### config.mk
export PLATFORM = sky130hd
export DESIGN_NAME = rtp_payload_packetizer_top
export DESIGN_NICKNAME = d
export VERILOG_FILES = /design/src/hw/rtl/rtpp_pkg.sv /design/src/hw/rtl/rtpp_cfg_regs.sv /design/src/hw/rtl/rtpp_packet_ctrl.sv /design/src/hw/rtl/rtpp_out_stage.sv /design/src/hw/rtl/rtp_payload_packetizer_top.sv
export SDC_FILE = /design/constraint.sdc
export NUM_CORES = 1
export LEC_CHECK = 0
export ABC_AREA = 1
export BUFFER_PORTS_ARGS = -buffer_cell sky130_fd_sc_hd__buf_4
export CORE_MARGIN = 5
export CORE_UTILIZATION = 50
export DETAILED_ROUTE_END_ITERATION = 10
export PLACE_DENSITY = 0.81
export SLEW_MARGIN = 30
export SYNTH_ARGS = -nofsm -noshare
export SYNTH_HDL_FRONTEND = slang
export SYNTH_SLANG_ARGS = --single-unit
### constraint.sdc
create_clock -name clk -period 5.7 [get_ports clk]
set_input_delay 0.57 -clock clk [delete_from_list [all_inputs] [get_ports clk]]
set_output_delay 0.57 -clock clk [all_outputs]
set_load 0.01 [all_outputs]
### src/hw/rtl/rtpp_pkg.sv
// Package: shared types, constants and register indexes of the RTP packetizer.
`timescale 1ns / 1ps

package rtpp_pkg;

  // Largest payload of one packet, in bytes.
  localparam int PAYLOAD_MAX = 1400;

  // Width of the fill counter; it must be able to hold PAYLOAD_MAX itself.
  localparam int FILL_W = $clog2(PAYLOAD_MAX + 1);

  // Field widths fixed by the interface.
  localparam int LEN_W   = 11;
  localparam int SEQ_W   = 16;
  localparam int PT_W    = 7;
  localparam int CIDX_W  = 2;
  localparam int CDATA_W = 32;

  // Fixed header constants.
  localparam logic [SEQ_W-1:0] SEQ_RESET     = 16'd65000;
  localparam logic [PT_W-1:0]  PT_RESET      = 7'd96;
  localparam logic [7:0]       DOLLAR        = 8'h24;
  localparam logic [15:0]      RTP_HDR_BYTES = 16'd12;
  localparam logic [1:0]       RTP_VERSION   = 2'd2;

  // Configuration register indexes.
  localparam logic [CIDX_W-1:0] CFG_PAYLOAD_TYPE   = 2'd0;
  localparam logic [CIDX_W-1:0] CFG_SOURCE_ID      = 2'd1;
  localparam logic [CIDX_W-1:0] CFG_TCP_INTERLEAVE = 2'd2;

  // Result kinds.
  localparam logic KIND_BYTE = 1'b0;
  localparam logic KIND_DESC = 1'b1;

  // Which result of the held item is emitted next.
  typedef enum logic [1:0] {
    PH_BYTE,
    PH_FULL,
    PH_LAST
  } rtpp_phase_t;

  // Current configuration.
  typedef struct packed {
    logic [PT_W-1:0] payload_type;
    logic [31:0]     source_id;
    logic            tcp_interleave;
  } rtpp_cfg_t;

  // One result item.
  typedef struct packed {
    logic             kind;
    logic [7:0]       data_byte;
    logic [31:0]      header_word0;
    logic [31:0]      header_ssrc;
    logic [31:0]      interleave_word;
    logic [LEN_W-1:0] payload_len;
    logic             marker;
    logic             run_last;
  } rtpp_result_t;

endpackage

### src/hw/rtl/rtpp_cfg_regs.sv
// Configuration registers of the RTP packetizer.
`timescale 1ns / 1ps

module rtpp_cfg_regs (
  input  logic                          clk,
  input  logic                          rst,
  input  logic                          cfg_valid,
  output logic                          cfg_ready,
  input  logic [rtpp_pkg::CIDX_W-1:0]   cfg_index,
  input  logic [rtpp_pkg::CDATA_W-1:0]  cfg_data,
  output rtpp_pkg::rtpp_cfg_t           cfg
);

  // Writes are always taken, with no wait.
  assign cfg_ready = 1'b1;

  // Register file; writes beyond the list are ignored.
  always_ff @(posedge clk) begin
    if (rst) begin
      cfg.payload_type   <= rtpp_pkg::PT_RESET;
      cfg.source_id      <= '0;
      cfg.tcp_interleave <= 1'b0;
    end else if (cfg_valid && cfg_ready) begin
      unique case (cfg_index)
        rtpp_pkg::CFG_PAYLOAD_TYPE:   cfg.payload_type   <= cfg_data[rtpp_pkg::PT_W-1:0];
        rtpp_pkg::CFG_SOURCE_ID:      cfg.source_id      <= cfg_data[31:0];
        rtpp_pkg::CFG_TCP_INTERLEAVE: cfg.tcp_interleave <= cfg_data[0];
        default: ;
      endcase
    end
  end

endmodule

### src/hw/rtl/rtpp_packet_ctrl.sv
// Input register, packet fill counter, sequence counter and result builder.
`timescale 1ns / 1ps

module rtpp_packet_ctrl (
  input  logic                   clk,
  input  logic                   rst,
  input  logic                   in_valid,
  output logic                   in_stall,
  input  logic [7:0]             payload_byte,
  input  logic                   frame_last,
  input  rtpp_pkg::rtpp_cfg_t    cfg,
  input  logic                   emit_ready,
  output logic                   res_valid,
  output rtpp_pkg::rtpp_result_t res
);

  // Held item and its progress.
  logic                        hold_valid;
  rtpp_pkg::rtpp_phase_t       phase;
  rtpp_pkg::rtpp_phase_t       phase_next;
  logic [7:0]                  item_byte;
  logic                        item_full;
  logic                        item_last;
  logic [rtpp_pkg::FILL_W-1:0] item_len;

  // Packet state.
  logic [rtpp_pkg::FILL_W-1:0] fill_count;
  logic [rtpp_pkg::SEQ_W-1:0]  seq_num;

  logic                        emit;
  logic                        done;
  logic                        accept;
  logic [rtpp_pkg::FILL_W-1:0] fill_inc;
  logic                        reach_full;
  logic                        is_desc;
  logic                        desc_full;
  logic [rtpp_pkg::FILL_W-1:0] desc_len;
  logic [15:0]                 desc_len16;
  logic [rtpp_pkg::SEQ_W-1:0]  seq_inc;

  // Byte count after this one, and whether it fills the packet.
  assign fill_inc   = fill_count + rtpp_pkg::FILL_W'(1);
  assign reach_full = (fill_inc == rtpp_pkg::FILL_W'(rtpp_pkg::PAYLOAD_MAX));

  // Step through byte, full descriptor and final descriptor as the item needs.
  always_comb begin
    phase_next = rtpp_pkg::PH_BYTE;
    done       = 1'b1;
    unique case (phase)
      rtpp_pkg::PH_BYTE: begin
        if (item_full) begin
          phase_next = rtpp_pkg::PH_FULL;
          done       = 1'b0;
        end else if (item_last) begin
          phase_next = rtpp_pkg::PH_LAST;
          done       = 1'b0;
        end
      end
      rtpp_pkg::PH_FULL: begin
        if (item_last) begin
          phase_next = rtpp_pkg::PH_LAST;
          done       = 1'b0;
        end
      end
      rtpp_pkg::PH_LAST: begin
        done = 1'b1;
      end
      default: begin
        done = 1'b1;
      end
    endcase
  end

  // Handshake: a new item enters as the held one hands over its last result.
  assign emit      = hold_valid && emit_ready;
  assign in_stall  = hold_valid && !(emit_ready && done);
  assign accept    = in_valid && !in_stall;
  assign res_valid = hold_valid;

  // Item register, fill counter and progress.
  always_ff @(posedge clk) begin
    if (rst) begin
      hold_valid <= 1'b0;
      phase      <= rtpp_pkg::PH_BYTE;
      fill_count <= '0;
    end else begin
      if (accept) begin
        hold_valid <= 1'b1;
        phase      <= rtpp_pkg::PH_BYTE;
        fill_count <= (reach_full || frame_last) ? '0 : fill_inc;
      end else if (emit) begin
        hold_valid <= !done;
        phase      <= phase_next;
      end
    end
  end

  // Payload of the held item; the final length is zero after a full close.
  always_ff @(posedge clk) begin
    if (accept) begin
      item_byte <= payload_byte;
      item_full <= reach_full;
      item_last <= frame_last;
      item_len  <= reach_full ? '0 : fill_inc;
    end
  end

  // Sequence number advances with each descriptor sent.
  always_ff @(posedge clk) begin
    if (rst) begin
      seq_num <= rtpp_pkg::SEQ_RESET;
    end else if (emit && is_desc) begin
      seq_num <= seq_inc;
    end
  end

  // Result fields for the current phase.
  assign is_desc    = (phase != rtpp_pkg::PH_BYTE);
  assign desc_full  = (phase == rtpp_pkg::PH_FULL);
  assign desc_len   = desc_full ? rtpp_pkg::FILL_W'(rtpp_pkg::PAYLOAD_MAX) : item_len;
  assign desc_len16 = 16'(desc_len);
  assign seq_inc    = seq_num + rtpp_pkg::SEQ_W'(1);

  always_comb begin
    res = '0;
    if (is_desc) begin
      res.kind         = rtpp_pkg::KIND_DESC;
      res.header_word0 = {rtpp_pkg::RTP_VERSION, 1'b0, 1'b0, 4'd0, !desc_full,
                          cfg.payload_type, seq_inc};
      res.header_ssrc  = cfg.source_id;
      if (cfg.tcp_interleave) begin
        res.interleave_word = {rtpp_pkg::DOLLAR, 8'h00, desc_len16 + rtpp_pkg::RTP_HDR_BYTES};
      end
      res.payload_len  = rtpp_pkg::LEN_W'(desc_len);
      res.marker       = !desc_full;
    end else begin
      res.kind      = rtpp_pkg::KIND_BYTE;
      res.data_byte = item_byte;
    end
    res.run_last = done;
  end

endmodule

### src/hw/rtl/rtpp_out_stage.sv
// Output register of the RTP packetizer.
`timescale 1ns / 1ps

module rtpp_out_stage (
  input  logic                   clk,
  input  logic                   rst,
  input  logic                   res_valid,
  input  rtpp_pkg::rtpp_result_t res,
  output logic                   emit_ready,
  output logic                   out_valid,
  input  logic                   out_stall,
  output rtpp_pkg::rtpp_result_t out_res
);

  // The register takes a new result when empty or when its content leaves.
  assign emit_ready = !out_valid || !out_stall;

  always_ff @(posedge clk) begin
    if (rst) begin
      out_valid <= 1'b0;
    end else if (emit_ready) begin
      out_valid <= res_valid;
    end
  end

  always_ff @(posedge clk) begin
    if (emit_ready && res_valid) begin
      out_res <= res;
    end
  end

endmodule

### src/hw/rtl/rtp_payload_packetizer_top.sv
// Top level of the RTP payload packetizer with optional interleave word.
//
//  Channel  | Handshake             | Payload
//  ---------+-----------------------+-----------------------------------------
//  input    | in_valid / in_stall   | payload_byte, frame_last
//  output   | out_valid / out_stall | kind, data_byte, header_word0,
//           |                       | header_ssrc, interleave_word,
//           |                       | payload_len, marker, run_last
//  config   | cfg_valid / cfg_ready | cfg_index, cfg_data
//
// Each byte goes through the item register, then the output register. Unless
// the output stalls, a byte closing no packet lets the next in every cycle.
// A byte closing a packet stays until its descriptor is out; a frame end on a
// packet boundary adds a final one, one result per cycle while unstalled.
// Synchronous reset clears the fill counter, the valid flags, the source id and
// interleave flag, and loads the sequence number and payload type reset values.
// A stall on the output holds the output register and, through it, the input.
`timescale 1ns / 1ps

module rtp_payload_packetizer_top (
  input  logic                                clk,
  input  logic                                rst,
  input  logic                                in_valid,
  output logic                                in_stall,
  input  logic [7:0]                          payload_byte,
  input  logic                                frame_last,
  output logic                                out_valid,
  input  logic                                out_stall,
  output logic                                kind,
  output logic [7:0]                          data_byte,
  output logic [31:0]                         header_word0,
  output logic [31:0]                         header_ssrc,
  output logic [31:0]                         interleave_word,
  output logic [rtpp_pkg::LEN_W-1:0]          payload_len,
  output logic                                marker,
  output logic                                run_last,
  input  logic                                cfg_valid,
  output logic                                cfg_ready,
  input  logic [rtpp_pkg::CIDX_W-1:0]         cfg_index,
  input  logic [rtpp_pkg::CDATA_W-1:0]        cfg_data
);

  rtpp_pkg::rtpp_cfg_t    cfg;
  rtpp_pkg::rtpp_result_t res;
  rtpp_pkg::rtpp_result_t out_res;
  logic                   res_valid;
  logic                   emit_ready;

  // Configuration registers.
  rtpp_cfg_regs u_cfg (
    .clk       (clk),
    .rst       (rst),
    .cfg_valid (cfg_valid),
    .cfg_ready (cfg_ready),
    .cfg_index (cfg_index),
    .cfg_data  (cfg_data),
    .cfg       (cfg)
  );

  // Packet control and result building.
  rtpp_packet_ctrl u_ctrl (
    .clk          (clk),
    .rst          (rst),
    .in_valid     (in_valid),
    .in_stall     (in_stall),
    .payload_byte (payload_byte),
    .frame_last   (frame_last),
    .cfg          (cfg),
    .emit_ready   (emit_ready),
    .res_valid    (res_valid),
    .res          (res)
  );

  // Output register.
  rtpp_out_stage u_out (
    .clk        (clk),
    .rst        (rst),
    .res_valid  (res_valid),
    .res        (res),
    .emit_ready (emit_ready),
    .out_valid  (out_valid),
    .out_stall  (out_stall),
    .out_res    (out_res)
  );

  // Result fields onto their ports.
  assign kind            = out_res.kind;
  assign data_byte       = out_res.data_byte;
  assign header_word0    = out_res.header_word0;
  assign header_ssrc     = out_res.header_ssrc;
  assign interleave_word = out_res.interleave_word;
  assign payload_len     = out_res.payload_len;
  assign marker          = out_res.marker;
  assign run_last        = out_res.run_last;

endmodule

Word-level counts from Yosys, hierarchy flattened
Index checks and enable logic that the tools add are counted.
{"block": "op_classes", "eq_ne": 4, "addsub": 3, "muxes": 13, "n_reduce_logical": 22}
{"operator": "two-way mux 108 bit", "count": 1}
{"operator": "two-way mux 30 bit", "count": 1}
{"operator": "two-way mux 11 bit", "count": 2}
{"operator": "adder 16 x 1 -> 16 bit (second input constant)", "count": 1}
{"operator": "adder 11 x 4 -> 12 bit (second input constant)", "count": 1}
{"operator": "adder 11 x 1 -> 11 bit (second input constant)", "count": 1}
{"operator": "== test 11 bit (second input constant)", "count": 1}
{"operator": "AND reduction 2 bit", "count": 4}
{"operator": "logical NOT 1 bit", "count": 6}
{"operator": "logical AND 1 bit", "count": 5}
{"operator": "two-way mux 1 bit", "count": 5}
{"operator": "== test 2 x 1 -> 1 bit (second input constant)", "count": 2}
{"operator": "logical NOT 2 bit", "count": 2}
{"operator": "two-way mux 2 bit", "count": 2}
{"operator": "case mux 2 bit (2 select lines)", "count": 1}
{"operator": "nonzero test 2 bit", "count": 2}
{"operator": "== test 2 bit (second input constant)", "count": 1}
{"operator": "logical OR 1 bit", "count": 2}
{"operator": "case mux 1 bit (2 select lines)", "count": 1}
{"operator": "OR reduction 2 bit", "count": 1}
{"block": "word_totals", "word_cells": 64, "out_inout_bits": 121, "register_bits": 210}

Logic depth before layout (Yosys ltp)
{"block": "logic_depth", "word_depth": 9, "ltp_mapped": 11, "depth_no_buf": 11}

By module
From an unflattened synthesis, not the netlist that was laid out.
{"block": "unflattened", "cells_unflattened": 882, "hier_area_um2": 8700.8}
{"module": "rtpp_out_stage", "n_inst": 1, "cells_each": 123, "area_each_um2": 3587.2, "seq_area_each_um2": 3563.4}
{"module": "rtpp_packet_ctrl", "n_inst": 1, "cells_each": 501, "area_each_um2": 3420.8, "seq_area_each_um2": 1231.2}
{"module": "rtpp_cfg_regs", "n_inst": 1, "cells_each": 258, "area_each_um2": 1692.9, "seq_area_each_um2": 800.8}

Worst setup path before layout
OpenSTA, ideal clock, no wires.
{"block": "synth_path", "path_type": "in2reg", "startpoint": "input out_stall", "endpoint": "register u_out.out_res[0] (netlist name)", "required_ns": 5.257, "cell_stages": 3, "path_buffers": 0, "setup_slack_ns": 2.707, "arrival_time_ns": 2.550, "cell_sequence": "nand2_1 > nand2_1 > inv_1"}
{"block": "synth_via", "elab_chain_len": 3}
{"item": "start, declared", "line_no": "rtp_payload_packetizer_top.sv:28", "text": "input logic out_stall,"}
{"item": "logical NOT 1 bit", "line_no": "rtpp_out_stage.sv:16", "text": "assign emit_ready = !out_valid || !out_stall;"}
{"item": "logical OR 1 bit", "line_no": "rtpp_out_stage.sv:16"}
{"item": "logical AND 1 bit"}
{"item": "named net u_ctrl.emit", "line_no": "rtpp_packet_ctrl.sv:30", "text": "logic emit;"}
The timed path passes the listed nets, and every way through them passes these cells.
A chain may end at the register's enable or synchronous reset.

Worst setup path after layout
{"block": "layout_path", "startpoint": "register u_ctrl.phase[0]", "endpoint": "register u_ctrl.seq_num[12] (netlist name)"}
{"block": "layout_via", "elab_chain_len": 2}
{"item": "start, declared", "line_no": "rtpp_packet_ctrl.sv:19", "text": "rtpp_pkg::rtpp_phase_t phase;"}
{"item": "start signal, assigned", "line_no": "rtpp_packet_ctrl.sv:84", "text": "phase <= rtpp_pkg::PH_BYTE;"}
{"item": "start signal, assigned", "line_no": "rtpp_packet_ctrl.sv:89", "text": "phase <= rtpp_pkg::PH_BYTE;"}
{"item": "start signal, assigned", "line_no": "rtpp_packet_ctrl.sv:93", "text": "phase <= phase_next;"}
{"item": "nonzero test 2 bit", "line_no": "rtpp_packet_ctrl.sv:118", "text": "assign is_desc = (phase != rtpp_pkg::PH_BYTE);"}
{"item": "logical AND 1 bit", "line_no": "rtpp_packet_ctrl.sv:112", "text": "end else if (emit && is_desc) begin"}
{"item": "end signal, assigned", "line_no": "rtpp_packet_ctrl.sv:111", "text": "seq_num <= rtpp_pkg::SEQ_RESET;"}
{"item": "end signal, assigned", "line_no": "rtpp_packet_ctrl.sv:113", "text": "seq_num <= seq_inc;"}
{"item": "end, declared", "line_no": "rtpp_packet_ctrl.sv:28", "text": "logic [rtpp_pkg::SEQ_W-1:0] seq_num;"}
Every way passes these cells.

==> metrics.md <==
| Metric | Value |
|---|---|
| Non-filler cells, final | `1057` |
| Worst rel slew slack | `44.64%` |
| Clock slew at reported path FFs | `0.07 ns` |
| Drt via density | `4.927` |
| CTS max path bufs | `2` |
| RSZ-0062 raised after global routing | `no` |
| Max Cap Violations | `0` |
| Num CTS Buffers | `17` |
| Synth top area share | `45.20%` |
| Final Max Slew Viols | `0` |
| Postcts setup bufs | `0` |
| Proportion of layout cells with a drive suffix above 1 | `23.94%` |
| Final RePlAce weighted congestion | `0.8261` |
| Core ar. | `14480 um2` |
| Internal reg-to-reg setup slack | `3.21 ns` |
| Top FF cell, synth | `edfxtp_1` |
| Worst r2r src | `u_ctrl.phase[0]` |
| Die area | `17280 um2` |
| Initial antenna violation count | `0` |
| Crit Path Max Fanout | `66` |
| Seq cells post-synth | `182` |
| Startpoint types | `flop` |
| Worst endpoint required time | `5.99 ns` |
| # port buffers | `142` |
| Final min period | `2.493 ns` |
| Synth cell count leaders | `111 x edfxtp_1, 101 x inv_1, 98 x nor2_1` |
| Peak Freq | `401.1 MHz` |
| Met1 Resource Use GR | `21.61%` |
| Tot GR Track Use | `17.46%` |
| Worst Tran Pin Value | `0.8303 ns` |
| Clk_skew | `0.01239 ns` |
| Synth async-reset ratio | `0%` |
| Die height | `131.4 um` |
| Post-cts repair resize count | `0` |
| CTS H-tree depth | `4` |
| Most used routing layer | `met2` |
| RR Endpoint | `u_ctrl.seq_num[12]` |
| Clock Latency Late Sink | `0.43 ns` |
| Period utilization | `43.74%` |
| Synth Warn # | `0` |
| Placed Area | `8487 um2` |
| Final Hold Fails | `0` |
| Drt wl/cell | `14.44 um` |
| Maximum vdd drop | `227.1 uV` |
| Tot Pwr | `0.002815 W` |
| Final net count | `911` |
| Critical path startpoint | `u_ctrl.phase[0]` |
| First-pass GRT wire length | `24580 um` |
| Cell taking the most area after synthesis | `edfxtp_1` |
| Clock sink count | `182` |
| Vias in the first global route | `5028` |
| Layout area overhead | `22.77%` |
| Status | `finished clean` |
| Synth Instances | `727` |
| Hold WC Path Type | `input port to flop` |
| Initial cell density of the core | `50.93%` |
| Setup violations, final | `0` |
| Largest net degree at the start of global routing | `67` |
| Final ANT Viol Nets | `0` |
| WL final | `15260 um` |
| Rows | `44` |
| First-pass DRT Iterations | `5` |
| CTS tree | `done` |
| Drt drc | `0` |
| Finished Cell Area | `9054 um2` |
| Hold buffers post-CTS | `0` |
| Cell Area, Synth | `7375 um2` |
| Inserted Diodes | `0` |
| DRT iter0 DRCs | `421` |
| Crit. End Element | `flop` |
| Met2 Use GR | `28.92%` |
| Cell Pwr Density | `310.9 nW/um2` |
| Sum of negative setup slack | `0 ns` |
| Post-synth EDFFs | `111` |
| Post-Syn Area per Cell | `10.14 um2` |
| I/O Pins | `169` |
| Dpl hpwl | `10540 um` |
| CP Class | `flop to flop` |
| Arr. time, crit path | `2.78 ns` |
| Yosys cell types | `39` |
| Grt total ovfl | `0` |
| Leak pwr | `3.733 nW` |
| Register area share after synthesis | `64.47%` |
| Crit path capture | `u_ctrl.seq_num[12]` |
| CTS root buf | `clkbuf_16` |
| Largest cells by area after synthesis | `edfxtp_1 45%, dfxtp_1 19%, inv_1 5.1%, nor2_1 5.0%, a21oi_1 4.5%` |
| M3 GR Usage | `4.472%` |
| Die Wd | `131.4 um` |
| Count leader, synth | `edfxtp_1` |
| # placed instances | `1025` |
| Vias | `5208` |
| Worst r2r path cells | `6` |
[placed cells by master (no fill, tap or decap), types with 3 or more instances in the layout]
master and n:
a21oi_1 66, buf_4 145, clkbuf_16 17, clkinv_1 4, clkinv_4 4, conb_1 26
dfxtp_1 71, edfxtp_1 111, ha_1 3, inv_1 100, inv_2 4, inv_8 3
nand2_1 73, nand2_2 6, nand3_1 17, nand4_1 4, nor2_1 97, nor2_2 5
nor2_4 5, nor3_1 10, o21ai_0 53, o21ai_1 3, o22ai_1 6, xnor2_1 6
xor2_1 4
[flip-flops by register name, indices dropped and copies added, names as in the netlist]
| register | count |
|---|---|
| u_out.out_valid | 1 |
| u_out.out_res | 90 |
| u_ctrl.phase | 2 |
| u_ctrl.item_last | 1 |
| u_ctrl.res_valid | 1 |
| u_cfg.cfg | 40 |
| u_ctrl.item_full | 1 |
| u_ctrl.item_len | 11 |
| u_ctrl.seq_num | 16 |
| u_ctrl.item_byte | 8 |
| u_ctrl.fill_count | 11 |
[routing by layer]
| metal | part of all wire (%) | vias to the layer above | wire (um) |
|---|---|---|---|
| li1 | - | 2609 | - |
| met1 | 41 | 2393 | 6215 |
| met5 | 0 | - | 0 |
| met2 | 50 | 179 | 7601 |
| met3 | 6.5 | 27 | 997 |
| met4 | 2.9 | 0 | 445 |
[power breakdown]
part / switching (W) / internal (W) / leakage [nW]
clock: 0.000520 / 0.000576 / 0.277
combinational: 0.000139 / 0.0000907 / 1.81
sequential: 0.0000247 / 0.00146 / 1.65
total: 0.000683 / 0.00213 / 3.73
[per-stage QoR]
| step | utilization (%) | hold slack, ns | setup WS (ns) |
|---|---|---|---|
| global route | 62.53 | 0.2996 | 2.936 |
| detailed placement | 58.62 | 0.4453 | 3.096 |
| finish | 62.53 | 0.3168 | 3.207 |
| global placement | 58.56 | 0.4389 | 3.179 |
| floorplan | - | 0.4295 | 2.707 |
| CTS | 62.53 | 0.3026 | 3.143 |
[how the worst min path moves through the flow]
stage / from / to / slack, ns / depth (start not counted)
floorplan: u_cfg.cfg[1] / u_cfg.cfg[1] / 0.43 / 2
global placement: u_cfg.cfg[26] / u_cfg.cfg[26] / 0.44 / 2
detailed placement: u_cfg.cfg[18] / u_cfg.cfg[18] / 0.45 / 2
CTS: payload_byte[6] / u_ctrl.item_byte[6] / 0.30 / 1
global route: payload_byte[6] / u_ctrl.item_byte[6] / 0.30 / 1
finish: payload_byte[7] / u_ctrl.item_byte[7] / 0.32 / 1
[worst max-delay path, stage by stage, from the launching register on]
cell and delay [ns]:
dfxtp_1 0.47, nor2_4 0.06, buf_4 0.32, nor2_1 0.66, inv_1 0.49, a21oi_1 0.26
o21ai_1 0.09
[logic make-up after synthesis]
| kind of cell | share of synthesized area [%] |
|---|---|
| simple gates | 14.07 |
| flops | 64.47 |
| buf+inv | 9.807 |
| compound gates | 9.857 |
| xor+xnor | 1.188 |
| fa+ha+maj | 0.5090 |
| other cells | 0.1018 |
[cell type report]
type | count | area (um2)
clock buffers | 17 | 425.4
clock inverters | 15 | 141.4
fillers | 1142 | 5425
inverters | 108 | 406.6
multi-input cells | 406 | 2007
flip-flops and latches | 182 | 4755
well taps | 184 | 230.2
repair buffers | 145 | 1089
(Power assumes the default switching activity.)
